**config.mk**
```make
export PLATFORM = sky130hd
export DESIGN_NAME = calendar_time_breakdown
export DESIGN_NICKNAME = d
export VERILOG_FILES = /design/src/rtl/core/ctb_pkg.sv /design/src/rtl/core/ctb_cal.sv /design/src/rtl/core/calendar_time_breakdown.sv
export SDC_FILE = /design/constraint.sdc
export NUM_CORES = 1
export LEC_CHECK = 0
export ABC_CLOCK_PERIOD_IN_PS = 12400
export CAP_MARGIN = 15
export CORE_MARGIN = 8
export CORE_UTILIZATION = 69
export CTS_CLUSTER_SIZE = 40
export DETAILED_ROUTE_END_ITERATION = 16
export DONT_BUFFER_PORTS = 1
export HOLD_SLACK_MARGIN = 0.1
export PLACE_DENSITY = 0.91
export SYNTH_ARGS = -nofsm -noshare
export SYNTH_HDL_FRONTEND = slang
export SYNTH_SLANG_ARGS = --single-unit
```
**constraint.sdc**
```tcl
create_clock -name clk -period 12.4 [get_ports clk]
set_input_delay 2.48 -clock clk [delete_from_list [all_inputs] [get_ports clk]]
set_output_delay 2.48 -clock clk [all_outputs]
set_load 0.005 [all_outputs]
```
**src/rtl/core/ctb_pkg.sv**
```systemverilog
// ----------------------------------------------------------------------------
// ctb_pkg: calendar time breakdown shared types and constants
// Beat formats, constant reciprocals and the January 1 weekday table.
// ----------------------------------------------------------------------------
package ctb_pkg;

  localparam int YEAR_W  = 8;
  localparam int SECS_W  = 25;
  localparam int YDAY_W  = 9;
  localparam int REM_W   = 17;
  localparam int MINS_W  = 11;
  localparam int YEAR_CNT = 1 << YEAR_W;

  localparam logic [SECS_W-1:0] SECS_PER_DAY  = 25'd86400;
  localparam logic [SECS_W-1:0] SECS_YEAR     = 25'd31536000;
  localparam logic [SECS_W-1:0] SECS_LEAP_YR  = 25'd31622400;

  // 1900 and 2100 are the only century years in range that skip the leap day
  localparam logic [YEAR_W-1:0] YR_1900 = 8'd0;
  localparam logic [YEAR_W-1:0] YR_2100 = 8'd200;

  // floor(x / 675) for x < 2^18 is (x * DAY_RECIP) >> DAY_SHIFT
  localparam logic [18:0] DAY_RECIP  = 19'd397683;
  localparam int          DAY_SHIFT  = 28;
  // floor(x / 60) for x < 2^17 is (x * MIN_RECIP) >> MIN_SHIFT
  localparam logic [17:0] MIN_RECIP  = 18'd139811;
  localparam int          MIN_SHIFT  = 23;
  // floor(x / 60) for x < 1440 is (x * HOUR_RECIP) >> HOUR_SHIFT
  localparam logic [10:0] HOUR_RECIP = 11'd1093;
  localparam int          HOUR_SHIFT = 16;

  typedef struct packed {
    logic [7:0]  years_since_1900;
    logic [24:0] seconds_in_year;
  } ctb_in_t;

  typedef struct packed {
    logic [8:0] day_of_year;
    logic [4:0] hour_of_day;
    logic [5:0] minute_of_hour;
    logic [5:0] second_of_minute;
    logic [3:0] month_index;
    logic [4:0] month_day;
    logic [2:0] week_day;
    logic       leap_year;
    logic       bad_input;
  } ctb_out_t;

  typedef struct packed {
    logic [3:0] month;
    logic [4:0] mday;
    logic [2:0] wday;
  } cal_t;

  typedef logic [YEAR_CNT-1:0][2:0] jan1_tbl_t;

  function automatic jan1_tbl_t build_jan1_tbl();
    jan1_tbl_t tbl;
    int        g;
    int        k;
    int        base;
    int        extra;
    int        v;
    bit        lp;
    tbl = '0;
    for (int y = 0; y < YEAR_CNT; y++) begin
      g  = y + 1900;
      lp = ((g % 4 == 0) && (g % 100 != 0)) || (g % 400 == 0);
      base  = 0;
      extra = 0;
      if (y >= 4) begin
        k    = ((y / 4) * 5) % 7;
        base = (y < 204) ? k : k - 1;
      end
      if (y >= 200 && y < 204) begin
        extra = y % 4;
      end else if (!lp) begin
        extra = 1 + (y % 4);
      end
      v      = ((base + extra) % 7 + 7) % 7;
      tbl[y] = 3'(v);
    end
    return tbl;
  endfunction

  localparam jan1_tbl_t JAN1_WDAY = build_jan1_tbl();

endpackage

```
**src/rtl/core/ctb_cal.sv**
```systemverilog
// ----------------------------------------------------------------------------
// ctb_cal: month, day of month and weekday from the day of the year
// Parallel compares against month start days; weekday by octal digit folding.
// ----------------------------------------------------------------------------
module ctb_cal (
  input  logic [8:0]    yday,
  input  logic          leap,
  input  logic [2:0]    jan1_wd,
  output ctb_pkg::cal_t cal
);
  import ctb_pkg::*;

  function automatic logic [8:0] month_first(input logic lp, input logic [3:0] m);
    logic [8:0] first;
    case (m)
      4'd0:    first = 9'd0;
      4'd1:    first = 9'd31;
      4'd2:    first = 9'd59;
      4'd3:    first = 9'd90;
      4'd4:    first = 9'd120;
      4'd5:    first = 9'd151;
      4'd6:    first = 9'd181;
      4'd7:    first = 9'd212;
      4'd8:    first = 9'd243;
      4'd9:    first = 9'd273;
      4'd10:   first = 9'd304;
      4'd11:   first = 9'd334;
      default: first = 9'd0;
    endcase
    if (lp && m >= 4'd2) begin
      first = first + 9'd1;
    end
    return first;
  endfunction

  logic [10:0] ge;
  logic [3:0]  month;
  logic [4:0]  wd_sum;
  logic [3:0]  wd_fold;

  always_comb begin
    for (int m = 1; m < 12; m++) begin
      ge[m-1] = (yday >= month_first(leap, 4'(m)));
    end
  end

  assign month = 4'($countones(ge));

  // 8 = 1 mod 7: fold octal digits
  assign wd_sum  = 5'(jan1_wd) + 5'(yday[8:6]) + 5'(yday[5:3]) + 5'(yday[2:0]);
  assign wd_fold = 4'(wd_sum[4:3]) + 4'(wd_sum[2:0]);

  always_comb begin
    cal.month = month;
    cal.mday  = 5'(yday - month_first(leap, month) + 9'd1);
    cal.wday  = (wd_fold >= 4'd7) ? 3'(wd_fold - 4'd7) : wd_fold[2:0];
  end

endmodule

```
**src/rtl/core/calendar_time_breakdown.sv**
```systemverilog
// ----------------------------------------------------------------------------
// calendar_time_breakdown: seconds of year to broken-down calendar time
// Each input beat (year since 1900, seconds since January 1 00:00) gives one
// result beat with day of year, hour, minute, second, month, day of month,
// weekday, leap flag and an invalid flag for seconds beyond the year's end;
// on an invalid beat every field but the two flags reads zero. The block
// takes one beat per clock while the output is not stalled and presents its
// result through a five-register pipeline (input, day split, calendar, minute
// split, output), where each step between registers holds one wide constant
// multiply (the last step also two multiplies by 60); each stage holds its
// beat on its own, so bubbles close up while the output is stalled.
// ----------------------------------------------------------------------------
module calendar_time_breakdown (
  input  logic              clk,
  input  logic              rst_n,
  input  logic              in_valid,
  output logic              in_stall,
  input  ctb_pkg::ctb_in_t  in_data,
  output logic              out_valid,
  input  logic              out_stall,
  output ctb_pkg::ctb_out_t out_data
);
  import ctb_pkg::*;

  typedef struct packed {
    logic [SECS_W-1:0] secs;
    logic [YDAY_W-1:0] yday;
    logic [2:0]        jan1;
    logic              leap;
    logic              bad;
  } s1_t;

  typedef struct packed {
    logic [REM_W-1:0]  rem;
    logic [YDAY_W-1:0] yday;
    cal_t              cal;
    logic              leap;
    logic              bad;
  } s2_t;

  typedef struct packed {
    logic [REM_W-1:0]  rem;
    logic [MINS_W-1:0] mins;
    logic [YDAY_W-1:0] yday;
    cal_t              cal;
    logic              leap;
    logic              bad;
  } s3_t;

  ctb_in_t  in_r;
  s1_t      s1_r, s1_nxt;
  s2_t      s2_r, s2_nxt;
  s3_t      s3_r, s3_nxt;
  ctb_out_t out_r, out_nxt;

  logic in_vld_r, s1_vld_r, s2_vld_r, s3_vld_r, out_vld_r;
  logic ld_in, ld_s1, ld_s2, ld_s3, ld_out;
  logic free_in, free_s1, free_s2, free_s3;

  // Handshake
  assign ld_out  = s3_vld_r && (!out_vld_r || !out_stall);
  assign free_s3 = !s3_vld_r || ld_out;
  assign ld_s3   = s2_vld_r && free_s3;
  assign free_s2 = !s2_vld_r || ld_s3;
  assign ld_s2   = s1_vld_r && free_s2;
  assign free_s1 = !s1_vld_r || ld_s2;
  assign ld_s1   = in_vld_r && free_s1;
  assign free_in = !in_vld_r || ld_s1;
  assign ld_in   = in_valid && free_in;

  assign in_stall  = !free_in;
  assign out_valid = out_vld_r;
  assign out_data  = out_r;

  always_ff @(posedge clk) begin
    if (!rst_n) begin
      in_vld_r  <= 1'b0;
      s1_vld_r  <= 1'b0;
      s2_vld_r  <= 1'b0;
      s3_vld_r  <= 1'b0;
      out_vld_r <= 1'b0;
    end else begin
      in_vld_r  <= ld_in  || (in_vld_r && !ld_s1);
      s1_vld_r  <= ld_s1  || (s1_vld_r && !ld_s2);
      s2_vld_r  <= ld_s2  || (s2_vld_r && !ld_s3);
      s3_vld_r  <= ld_s3  || (s3_vld_r && !ld_out);
      out_vld_r <= ld_out || (out_vld_r && out_stall);
    end
  end

  always_ff @(posedge clk) begin
    if (ld_in) begin
      in_r <= in_data;
    end
    if (ld_s1) begin
      s1_r <= s1_nxt;
    end
    if (ld_s2) begin
      s2_r <= s2_nxt;
    end
    if (ld_s3) begin
      s3_r <= s3_nxt;
    end
    if (ld_out) begin
      out_r <= out_nxt;
    end
  end

  // Day split
  logic [36:0] day_prod;
  logic        in_leap;

  assign in_leap  = (in_r.years_since_1900[1:0] == 2'd0) &&
                    (in_r.years_since_1900 != YR_1900) &&
                    (in_r.years_since_1900 != YR_2100);
  assign day_prod = 37'(in_r.seconds_in_year[SECS_W-1:7]) * 37'(DAY_RECIP);

  always_comb begin
    s1_nxt.secs = in_r.seconds_in_year;
    s1_nxt.yday = day_prod[DAY_SHIFT +: YDAY_W];
    s1_nxt.jan1 = JAN1_WDAY[in_r.years_since_1900];
    s1_nxt.leap = in_leap;
    s1_nxt.bad  = in_r.seconds_in_year >= (in_leap ? SECS_LEAP_YR : SECS_YEAR);
  end

  // Calendar
  logic [25:0] day_base;
  cal_t        cal;

  assign day_base = 26'(s1_r.yday) * 26'(SECS_PER_DAY);

  ctb_cal u_cal (
    .yday    (s1_r.yday),
    .leap    (s1_r.leap),
    .jan1_wd (s1_r.jan1),
    .cal     (cal)
  );

  always_comb begin
    s2_nxt.rem  = REM_W'(s1_r.secs - day_base[SECS_W-1:0]);
    s2_nxt.yday = s1_r.yday;
    s2_nxt.cal  = cal;
    s2_nxt.leap = s1_r.leap;
    s2_nxt.bad  = s1_r.bad;
  end

  // Minute split
  logic [34:0] min_prod;

  assign min_prod = 35'(s2_r.rem) * 35'(MIN_RECIP);

  always_comb begin
    s3_nxt.rem  = s2_r.rem;
    s3_nxt.mins = min_prod[MIN_SHIFT +: MINS_W];
    s3_nxt.yday = s2_r.yday;
    s3_nxt.cal  = s2_r.cal;
    s3_nxt.leap = s2_r.leap;
    s3_nxt.bad  = s2_r.bad;
  end

  // Hour, minute, second
  logic [21:0]      hour_prod;
  logic [4:0]       hour;
  logic [REM_W-1:0] min_base;
  logic [MINS_W-1:0] hour_base;

  assign hour_prod = 22'(s3_r.mins) * 22'(HOUR_RECIP);
  assign hour      = hour_prod[HOUR_SHIFT +: 5];
  assign min_base  = REM_W'(s3_r.mins) * REM_W'(60);
  assign hour_base = MINS_W'(hour) * MINS_W'(60);

  always_comb begin
    out_nxt.day_of_year      = s3_r.yday;
    out_nxt.hour_of_day      = hour;
    out_nxt.minute_of_hour   = 6'(s3_r.mins - hour_base);
    out_nxt.second_of_minute = 6'(s3_r.rem - min_base);
    out_nxt.month_index      = s3_r.cal.month;
    out_nxt.month_day        = s3_r.cal.mday;
    out_nxt.week_day         = s3_r.cal.wday;
    out_nxt.leap_year        = s3_r.leap;
    out_nxt.bad_input        = s3_r.bad;
    if (s3_r.bad) begin
      out_nxt           = '0;
      out_nxt.leap_year = s3_r.leap;
      out_nxt.bad_input = 1'b1;
    end
  end

  // Checks
  a_full_stalls: assert property (@(posedge clk) disable iff (!rst_n)
    (in_vld_r && s1_vld_r && s2_vld_r && s3_vld_r && out_vld_r && out_stall) |-> in_stall)
    else $error("full stalled pipeline does not stall input");

  a_empty_takes: assert property (@(posedge clk) disable iff (!rst_n)
    !in_vld_r |-> !in_stall)
    else $error("input stalled with empty input stage");

  a_bad_zero: assert property (@(posedge clk) disable iff (!rst_n)
    (out_valid && out_data.bad_input) |->
      (out_data.day_of_year == 9'd0 && out_data.month_day == 5'd0 &&
       out_data.hour_of_day == 5'd0 && out_data.week_day == 3'd0))
    else $error("invalid beat carries nonzero fields");

  a_good_range: assert property (@(posedge clk) disable iff (!rst_n)
    (out_valid && !out_data.bad_input) |->
      (out_data.hour_of_day < 5'd24 && out_data.minute_of_hour < 6'd60 &&
       out_data.second_of_minute < 6'd60 && out_data.week_day < 3'd7 &&
       out_data.month_index < 4'd12 && out_data.month_day != 5'd0))
    else $error("result field out of range");

endmodule

```
==> insert_results.sql, run 1 <==
INSERT INTO impl_metrics (metric_group, metric, value, unit) VALUES
('run_status', 'status', 'complete, no violations', ''),
('route', 'drtPass1Iterations', '5', ''),
('logic_synthesis', 'synth_seq_cells', '189', ''),
('clock_network', 'cts-root-buf', 'sky130_fd_sc_hd__clkbuf_16', ''),
('timing', 'post_route_fraction_of_the_period_consumed_by_the_critical_path', '64.4', '%'),
('worst_setup_path', 'cp_num_buf_inv', '4', ''),
('timing', 'finalWorstPathRequiredPeriod', '7980', 'ps'),
('job', 'max-cap-violations', '0', ''),
('cells_and_area', 'ratio_of_cells_with_drive_above_1_in_the_final_layout', '4.07', '%'),
('timing', 'worst-slew-pin-transition', '1120', 'ps'),
('clock_network', 'cts-htree-levels', '4', ''),
('worst_setup_path', 'path_depth', '29', ''),
('clock_network', 'clkSinkCount', '189', ''),
('worst_setup_path', 'critical_path.endpoint', 's2_r[9]$_DFFE_PP_', ''),
('grt', 'first_pass_grt_wire_length', '66.6', 'mm'),
('grt', 'initial_antenna_violation_count', '1', ''),
('logic_synthesis', 'yosysWarningCount', '0', ''),
('logic_synthesis', 'async_flop_share', '0', '%'),
('logic_synthesis', 'synth_edf_count', '184', ''),
('floorplanning', 'top_level_ports', '79', ''),
('logic_synthesis', 'synth_top_area_share', '29.1', '%'),
('clock_network', 'clock_path_buffers', '2', ''),
('floorplanning', 'die_area', '33700', 'sq um'),
('grt', 'gr-usage-all-layers', '25.2', '%'),
('worst_setup_path', 'setup.worst_path.start_class', 'flip-flop', ''),
('cells_and_area', 'n_fill_cell', '1700', ''),
('route', 'drt_iter0_drc', '796', ''),
('logic_synthesis', 'synthesis.area_per_instance', '11.3', 'sq um'),
('worst_setup_path', 'crit-reg2reg-launch', 's1_r[6]$_DFFE_PP_', ''),
('worst_setup_path', 'crit_type', 'flip-flop to flip-flop', ''),
('timing', 'drv_slew', '0', ''),
('timing', 'finClkSkew', '13.1', 'ps'),
('timing', 'fin_tns_setup', '0', 'ps'),
('timing', 'final_hold_viol_count', '0', ''),
('cells_and_area', 'post-route-util', '73.9', '%'),
('worst_setup_path', 'cp-startpoint', 's1_r[6]$_DFFE_PP_', ''),
('logic_synthesis', 'yosys.cell_types.count', '66', ''),
('route', 'route.detailed.vias_per_inst', '5.96', ''),
('timing', 'worst_rel_slew_slack', '25.2', '%'),
('worst_setup_path', 'worst_setup_path_end_kind', 'flip-flop', ''),
('placed_design', 'detailed_place_hpwl', '32.8', 'mm'),
('floorplanning', 'die_h', '183', 'um'),
('hold_path', 'worstHoldPathType', 'flip-flop to flip-flop', ''),
('cells_and_area', 'final_cell_mix', 'sky130_fd_sc_hd__ha_1, sky130_fd_sc_hd__inv_1, sky130_fd_sc_hd__edfxtp_1', ''),
('cells_and_area', 'mostFrequentLayoutCell', 'sky130_fd_sc_hd__ha_1', ''),
('route', 'wirelength', '41.1', 'mm'),
('worst_setup_path', 'cp_data_required_time', '12610', 'ps'),
('cells_and_area', 'finish.net_count', '2350', ''),
('worst_setup_path', 'path_delay_family', 'adder cells', ''),
('clock_network', 'post-cts-setup-buffer-count', '0', ''),
('route', 'wire_per_inst', '19.6', 'um'),
('logic_synthesis', 'syn_nets', '2349', ''),
('floorplanning', 'placeable_core_region', '27700', 'sq um'),
('grt', 'vias_in_the_first_global_route', '13500', ''),
('worst_setup_path', 'crit-reg2reg-capture', 's2_r[9]$_DFFE_PP_', ''),
('route', 'routed-via-count', '12500', ''),
('placed_design', 'place_ws', '4500', 'ps'),
('logic_synthesis', 'synth_flop_cell', 'sky130_fd_sc_hd__edfxtp_1', ''),
('grt', 'grt_start_max_net_pins', '47', ''),
('timing', 'rsz0062_at_grt', 'no', ''),
('route', 'drtAntennaViolNets', '0', ''),
('worst_setup_path', 'cp_slowest_stage_delay', '740', 'ps'),
('timing', 'setup_ws', '4420', 'ps'),
('worst_setup_path', 'r2r_cells', '29', ''),
('clock_network', 'clkTransAtPathRegs', '90', 'ps'),
('worst_setup_path', 'slowest_stage_cell_cp', 'sky130_fd_sc_hd__edfxtp_1', ''),
('grt', 'gr-total-overflow', '0', ''),
('logic_synthesis', 'synthesis.instances', '1705', ''),
('timing', 'max_freq', '0.125', 'GHz'),
('logic_synthesis', 'synth_largest_area_cell', 'sky130_fd_sc_hd__ha_1', ''),
('worst_setup_path', 'worst_path_most_repeated_cell', 'sky130_fd_sc_hd__ha_1', '');
-- synthesized netlist by cell type (16+ instances only) --
library cell,number
sky130_fd_sc_hd__clkbuf_1,16
sky130_fd_sc_hd__inv_1,311
sky130_fd_sc_hd__o21ai_0,55
sky130_fd_sc_hd__fa_1,157
sky130_fd_sc_hd__nand2_1,54
sky130_fd_sc_hd__nor2_1,55
sky130_fd_sc_hd__xnor2_1,54
sky130_fd_sc_hd__mux2i_1,17
sky130_fd_sc_hd__edfxtp_1,184
sky130_fd_sc_hd__nor2b_1,47
sky130_fd_sc_hd__a21oi_1,73
sky130_fd_sc_hd__a21o_1,16
sky130_fd_sc_hd__nand3_1,19
sky130_fd_sc_hd__ha_1,450
-- worst min path at each step --
stage	from	slack (ps)	depth (start not counted)	to
2_1_floorplan	s3_r[1]$_DFFE_PP_	400	0	out_data[1]$_DFFE_PP_
3_3_place_gp	s2_r[5]$_DFFE_PP_	400	0	s3_r[5]$_DFFE_PP_
3_5_place_dp	s2_r[6]$_DFFE_PP_	400	0	s3_r[6]$_DFFE_PP_
4_1_cts	s2_r[6]$_DFFE_PP_	420	0	s3_r[6]$_DFFE_PP_
5_1_grt	s2_r[17]$_DFFE_PP_	430	0	s3_r[17]$_DFFE_PP_
6_report	s2_r[7]$_DFFE_PP_	420	0	s3_r[7]$_DFFE_PP_
-- metal layers --
layer | global-route usage [%] | up-vias | wire (um)
met5 | 0 | - | 0
met4 | 10.3 | 0 | 1330
met3 | 3.14 | 107 | 1890
met2 | 46.4 | 377 | 21700
met1 | 29.3 | 6154 | 16200
li1 | - | 5860 | -
-- area by class of cell --
cell class,instances,area (sq um),share of cell area (%)
Multi-Input combinational cell,1179,12500,61.0
Sequential cell,189,5630,27.5
Inverter,311,1170,5.70
Tap cell,378,473,2.31
Clock buffer,17,425,2.08
Clock inverter,15,195,0.953
Timing Repair Buffer,8,85.1,0.416
Antenna cell,1,2.50,0.0122
-- sequential cells by signal (all words and copies together), names as in the netlist --
name	flops
in_r	33
in_vld_r	1
out_data	40
out_valid	1
s1_r	31
s1_vld_r	1
s2_r	40
s2_vld_r	1
s3_r	40
s3_vld_r	1
-- logic make-up after synthesis --
group                      synth area share, %
DFF                                       29.1
muxes                                     1.52
adders and majority gates                 45.3
AOI/OAI and AO/OA                         7.92
buffers and inverters                     6.58
xor gates and xnor gates                  3.21
and+or+nand+nor                           6.36
-- metrics by stage --
| step | hold WS (ps) | instance area [sq um] | std cells |
|---|---|---|---|
| after global routing | 429 | 20500 | 2098 |
| after global placement | 401 | 19800 | 2063 |
| after detailed placement | 405 | 19800 | 2063 |
| final | 419 | 20500 | 2098 |
| after floorplan | 400 | 19400 | 1705 |
| after CTS | 424 | 20400 | 2095 |
Power of run 1 is left out: the tool's default activity adds up to more than one toggle a clock period on the data nets, which glitch-free logic cannot reach.
==> run 2, diff against run 1 <==
Settings changed: ABC_AREA from default to 1, ABC_CLOCK_PERIOD_IN_PS 12400 to 7800, CORE_UTILIZATION 69 to 67, PLACE_DENSITY 0.91 to 0.89.
Clock period 12.4 ns to 7.8 ns, I/O delays scaled along.
==> insert_results.sql, run 2 <==
INSERT INTO impl_metrics (metric_group, metric, value, unit) VALUES
('clock_network', 'post_cts_resized', '0', ''),
('cells_and_area', 'area.growth.synth_to_final', '5.37', '%'),
('clock_network', 'post-cts-setup-buffer-count', '0', ''),
('floorplanning', 'die_h', '195', 'um'),
('clock_network', 'clock_path_buffers', '2', ''),
('floorplanning', 'die_area', '37900', 'sq um'),
('route', 'route.detailed.vias_per_inst', '5.79', ''),
('logic_synthesis', 'syn_nets', '3014', ''),
('placed_design', 'gpl.final_weighted_congestion', '0.974', ''),
('cells_and_area', 'ff_latch_area', '5630', 'sq um'),
('logic_synthesis', 'synth_largest_area_cell', 'sky130_fd_sc_hd__ha_1', ''),
('logic_synthesis', 'synth-compound-area-share', '6.16', '%'),
('route', 'routed-via-count', '16200', ''),
('worst_setup_path', 'critical_path.endpoint', 's2_r[9]$_DFFE_PP_', ''),
('worst_setup_path', 'cp_slowest_stage_delay', '640', 'ps'),
('worst_setup_path', 'cp_data_required_time', '8020', 'ps'),
('placed_design', 'dp_cells', '2768', ''),
('clock_network', 'clock_latency', '470', 'ps'),
('worst_setup_path', 'crit-reg2reg-capture', 's2_r[9]$_DFFE_PP_', ''),
('cells_and_area', 'final_cell_mix', 'sky130_fd_sc_hd__inv_1, sky130_fd_sc_hd__ha_1, sky130_fd_sc_hd__nand2_1', ''),
('logic_synthesis', 'synth_edf_count', '184', ''),
('clock_network', 'clkTransAtPathRegs', '80', 'ps'),
('worst_setup_path', 'setup.worst_path.start_class', 'flip-flop', ''),
('logic_synthesis', 'post-synth-top-count-cell', 'sky130_fd_sc_hd__inv_1', ''),
('worst_setup_path', 'cp-startpoint', 's1_r[1]$_DFFE_PP_', ''),
('grt', 'vias_in_the_first_global_route', '17100', ''),
('worst_setup_path', 'slowest_stage_cell_cp', 'sky130_fd_sc_hd__fa_1', ''),
('clock_network', 'post_cts_hold_buffer_count', '0', ''),
('worst_setup_path', 'r2r_cells', '29', ''),
('logic_synthesis', 'sequential_area_share_after_synthesis', '26.3', '%'),
('timing', 'drv_slew', '0', ''),
('route', 'wirelength', '51.3', 'mm'),
('clock_network', 'cts_tree', 'done', ''),
('logic_synthesis', 'yosysWarningCount', '0', ''),
('timing', 'fin_tns_setup', '0', 'ps'),
('route', 'wire_per_inst', '18.3', 'um'),
('hold_path', 'worstHoldPathType', 'flip-flop to flip-flop', ''),
('logic_synthesis', 'synthesis.instances', '2370', ''),
('timing', 'max_freq', '0.146', 'GHz'),
('timing', 'worst_rel_slew_slack', '18.5', '%'),
('timing', 'fin_worst_hold_slack', '423', 'ps'),
('logic_synthesis', 'synthesis.area_per_instance', '9.01', 'sq um'),
('placed_design', 'port_buffers', '0', ''),
('timing', 'final_hold_viol_count', '0', ''),
('logic_synthesis', 'synth_simple_gate_area_share', '15.9', '%'),
('floorplanning', 'std_cell_rows', '65', ''),
('floorplanning', 'floorplan.die.width', '195', 'um'),
('logic_synthesis', 'synth_top_family_by_area', 'adder cells', ''),
('logic_synthesis', 'synth_flop_cell', 'sky130_fd_sc_hd__edfxtp_1', ''),
('worst_setup_path', 'timing.critical_path.arrival', '7100', 'ps'),
('logic_synthesis', 'synthXorXnorAreaFrac', '1.80', '%'),
('cells_and_area', 'n_fill_cell', '2262', ''),
('logic_synthesis', 'post_synth_main_area_contributors', 'sky130_fd_sc_hd__ha_1, sky130_fd_sc_hd__edfxtp_1, sky130_fd_sc_hd__fa_1, sky130_fd_sc_hd__inv_1, sky130_fd_sc_hd__nand2_1', ''),
('logic_synthesis', 'synth.cell_area', '21400', 'sq um'),
('route', 'drt_iter0_drc', '1025', ''),
('timing', 'finClkSkew', '14.2', 'ps'),
('clock_network', 'tritoncts.num_buffers', '17', ''),
('cells_and_area', 'final_cell_count_no_fill', '2801', ''),
('logic_synthesis', 'synth_seq_cells', '189', ''),
('grt', 'gr-total-overflow', '0', ''),
('grt', 'grt_start_max_net_pins', '41', ''),
('worst_setup_path', 'r2r_setup_slack', '930', 'ps'),
('route', 'drc_errors', '0', ''),
('floorplanning', 'start_util', '67.9', '%'),
('floorplanning', 'placeable_core_region', '31500', 'sq um'),
('cells_and_area', 'mostFrequentLayoutCell', 'sky130_fd_sc_hd__inv_1', ''),
('logic_synthesis', 'synth_top_cells_by_count', 'sky130_fd_sc_hd__inv_1, sky130_fd_sc_hd__ha_1, sky130_fd_sc_hd__nand2_1', ''),
('route', 'drtPass1Iterations', '5', ''),
('grt', 'gr-usage-all-layers', '27.6', '%'),
('logic_synthesis', 'async_flop_share', '0', '%'),
('logic_synthesis', 'yosys.area_share.adder', '41.1', '%'),
('grt', 'initial_antenna_violation_count', '1', ''),
('floorplanning', 'top_level_ports', '79', ''),
('logic_synthesis', 'yosys.cell_types.count', '49', ''),
('worst_setup_path', 'crit_type', 'flip-flop to flip-flop', ''),
('clock_network', 'clkSinkCount', '189', ''),
('clock_network', 'cts-htree-levels', '4', ''),
('worst_setup_path', 'worst_path_most_repeated_cell', 'sky130_fd_sc_hd__inv_1', ''),
('cells_and_area', 'multi_input_area', '13900', 'sq um'),
('worst_setup_path', 'crit_fanout', '9', ''),
('job', 'max-cap-violations', '0', ''),
('timing', 'rsz0062_at_grt', 'no', ''),
('cells_and_area', 'ratio_of_cells_with_drive_above_1_in_the_final_layout', '3.09', '%'),
('worst_setup_path', 'crit-reg2reg-launch', 's1_r[1]$_DFFE_PP_', ''),
('timing', 'setup_viol', '0', ''),
('run_status', 'status', 'complete, no violations', ''),
('cells_and_area', 'finish.net_count', '3029', ''),
('placed_design', 'detailed_place_hpwl', '41.9', 'mm'),
('timing', 'post_route_fraction_of_the_period_consumed_by_the_critical_path', '88.1', '%'),
('clock_network', 'cts-root-buf', 'sky130_fd_sc_hd__clkbuf_16', ''),
('timing', 'finalWorstPathRequiredPeriod', '6870', 'ps'),
('grt', 'first_pass_grt_wire_length', '83.8', 'mm'),
('logic_synthesis', 'post_synth_mux_area_share', '0.105', '%'),
('route', 'drtAntennaViolNets', '0', ''),
('worst_setup_path', 'worst_setup_path_end_kind', 'flip-flop', ''),
('logic_synthesis', 'synth_top_area_share', '26.4', '%'),
('timing', 'worst-slew-pin-transition', '1220', 'ps');
[run 2: changes by cell type in the layout (fill, tap and decap cells not counted), moves of 9 or more]
cell and change:
sky130_fd_sc_hd__nand3_1 +88, sky130_fd_sc_hd__nor4_1 +10, sky130_fd_sc_hd__xnor2_1 -33, sky130_fd_sc_hd__a211oi_1 -13, sky130_fd_sc_hd__o21ai_1 +9, sky130_fd_sc_hd__nand4_1 +10, sky130_fd_sc_hd__a21oi_1 +35, sky130_fd_sc_hd__nor2b_1 -43
sky130_fd_sc_hd__nor2_1 +134, sky130_fd_sc_hd__inv_1 +156, sky130_fd_sc_hd__and3_1 -9, sky130_fd_sc_hd__mux2i_1 -17, sky130_fd_sc_hd__nand2_1 +373
[run 2: kinds of logic after synthesis]
| group | after synthesis |
|---|---|
| flops | 189 |
| fa+ha+maj | 607 |
| xor+xnor | 43 |
| mux | 2 |
| simple gates | 810 |
| buf+inv | 486 |
| compound gates | 233 |
[run 2: worst max-delay path: cells and delay by family, from the launching register on]
family / cells / cell delay [ps]
and+or+nand+nor: 3 / 300
xor gates and xnor gates: 4 / 640
buffers and inverters: 6 / 490
adders and majority gates: 9 / 3490
DFF: 1 / 430
AOI/OAI and AO/OA: 7 / 1270
[run 2: per-stage QoR]
step | instance area [sq um] | setup slack (ps) | util [%]
after floorplan | 21400 | 1690 | -
after global placement | 21900 | 1180 | 69.5
after detailed placement | 21900 | 954 | 69.5
after CTS | 22500 | 921 | 71.5
after global routing | 22500 | 377 | 71.5
final | 22500 | 929 | 71.5
[run 2: worst min-delay path by stage]
stage                             from               endpoint  slack [ps]  cells past startpoint
detailed placement  s2_r[13]$_DFFE_PP_     s3_r[13]$_DFFE_PP_         400                      0
floorplan            s3_r[1]$_DFFE_PP_  out_data[1]$_DFFE_PP_         400                      0
finish              s2_r[16]$_DFFE_PP_     s3_r[16]$_DFFE_PP_         420                      0
global placement    s2_r[14]$_DFFE_PP_     s3_r[14]$_DFFE_PP_         400                      0
global route        s2_r[18]$_DFFE_PP_     s3_r[18]$_DFFE_PP_         430                      0
CTS                 s2_r[13]$_DFFE_PP_     s3_r[13]$_DFFE_PP_         420                      0
[run 2: area by class of cell]
type	count	share of cell area, %
multi-input combinational	1695	61.8
inverter	472	7.88
clock inverter	15	0.867
clock buffer	17	1.89
antenna	1	0.0111
tap	402	2.23
timing repair buffer	10	0.334
sequential	189	25.0
[run 2: per-layer routing]
layer  GRT usage (%)  part of all wire, %  vias up
met4            14.9                  5.3        0
met1            30.3                   38     7709
met2            50.8                   51      548
li1                -                    -     7783
met5               0                    0        -
met3            3.83                  5.1      183
Power of run 2 is left out for the same reason.
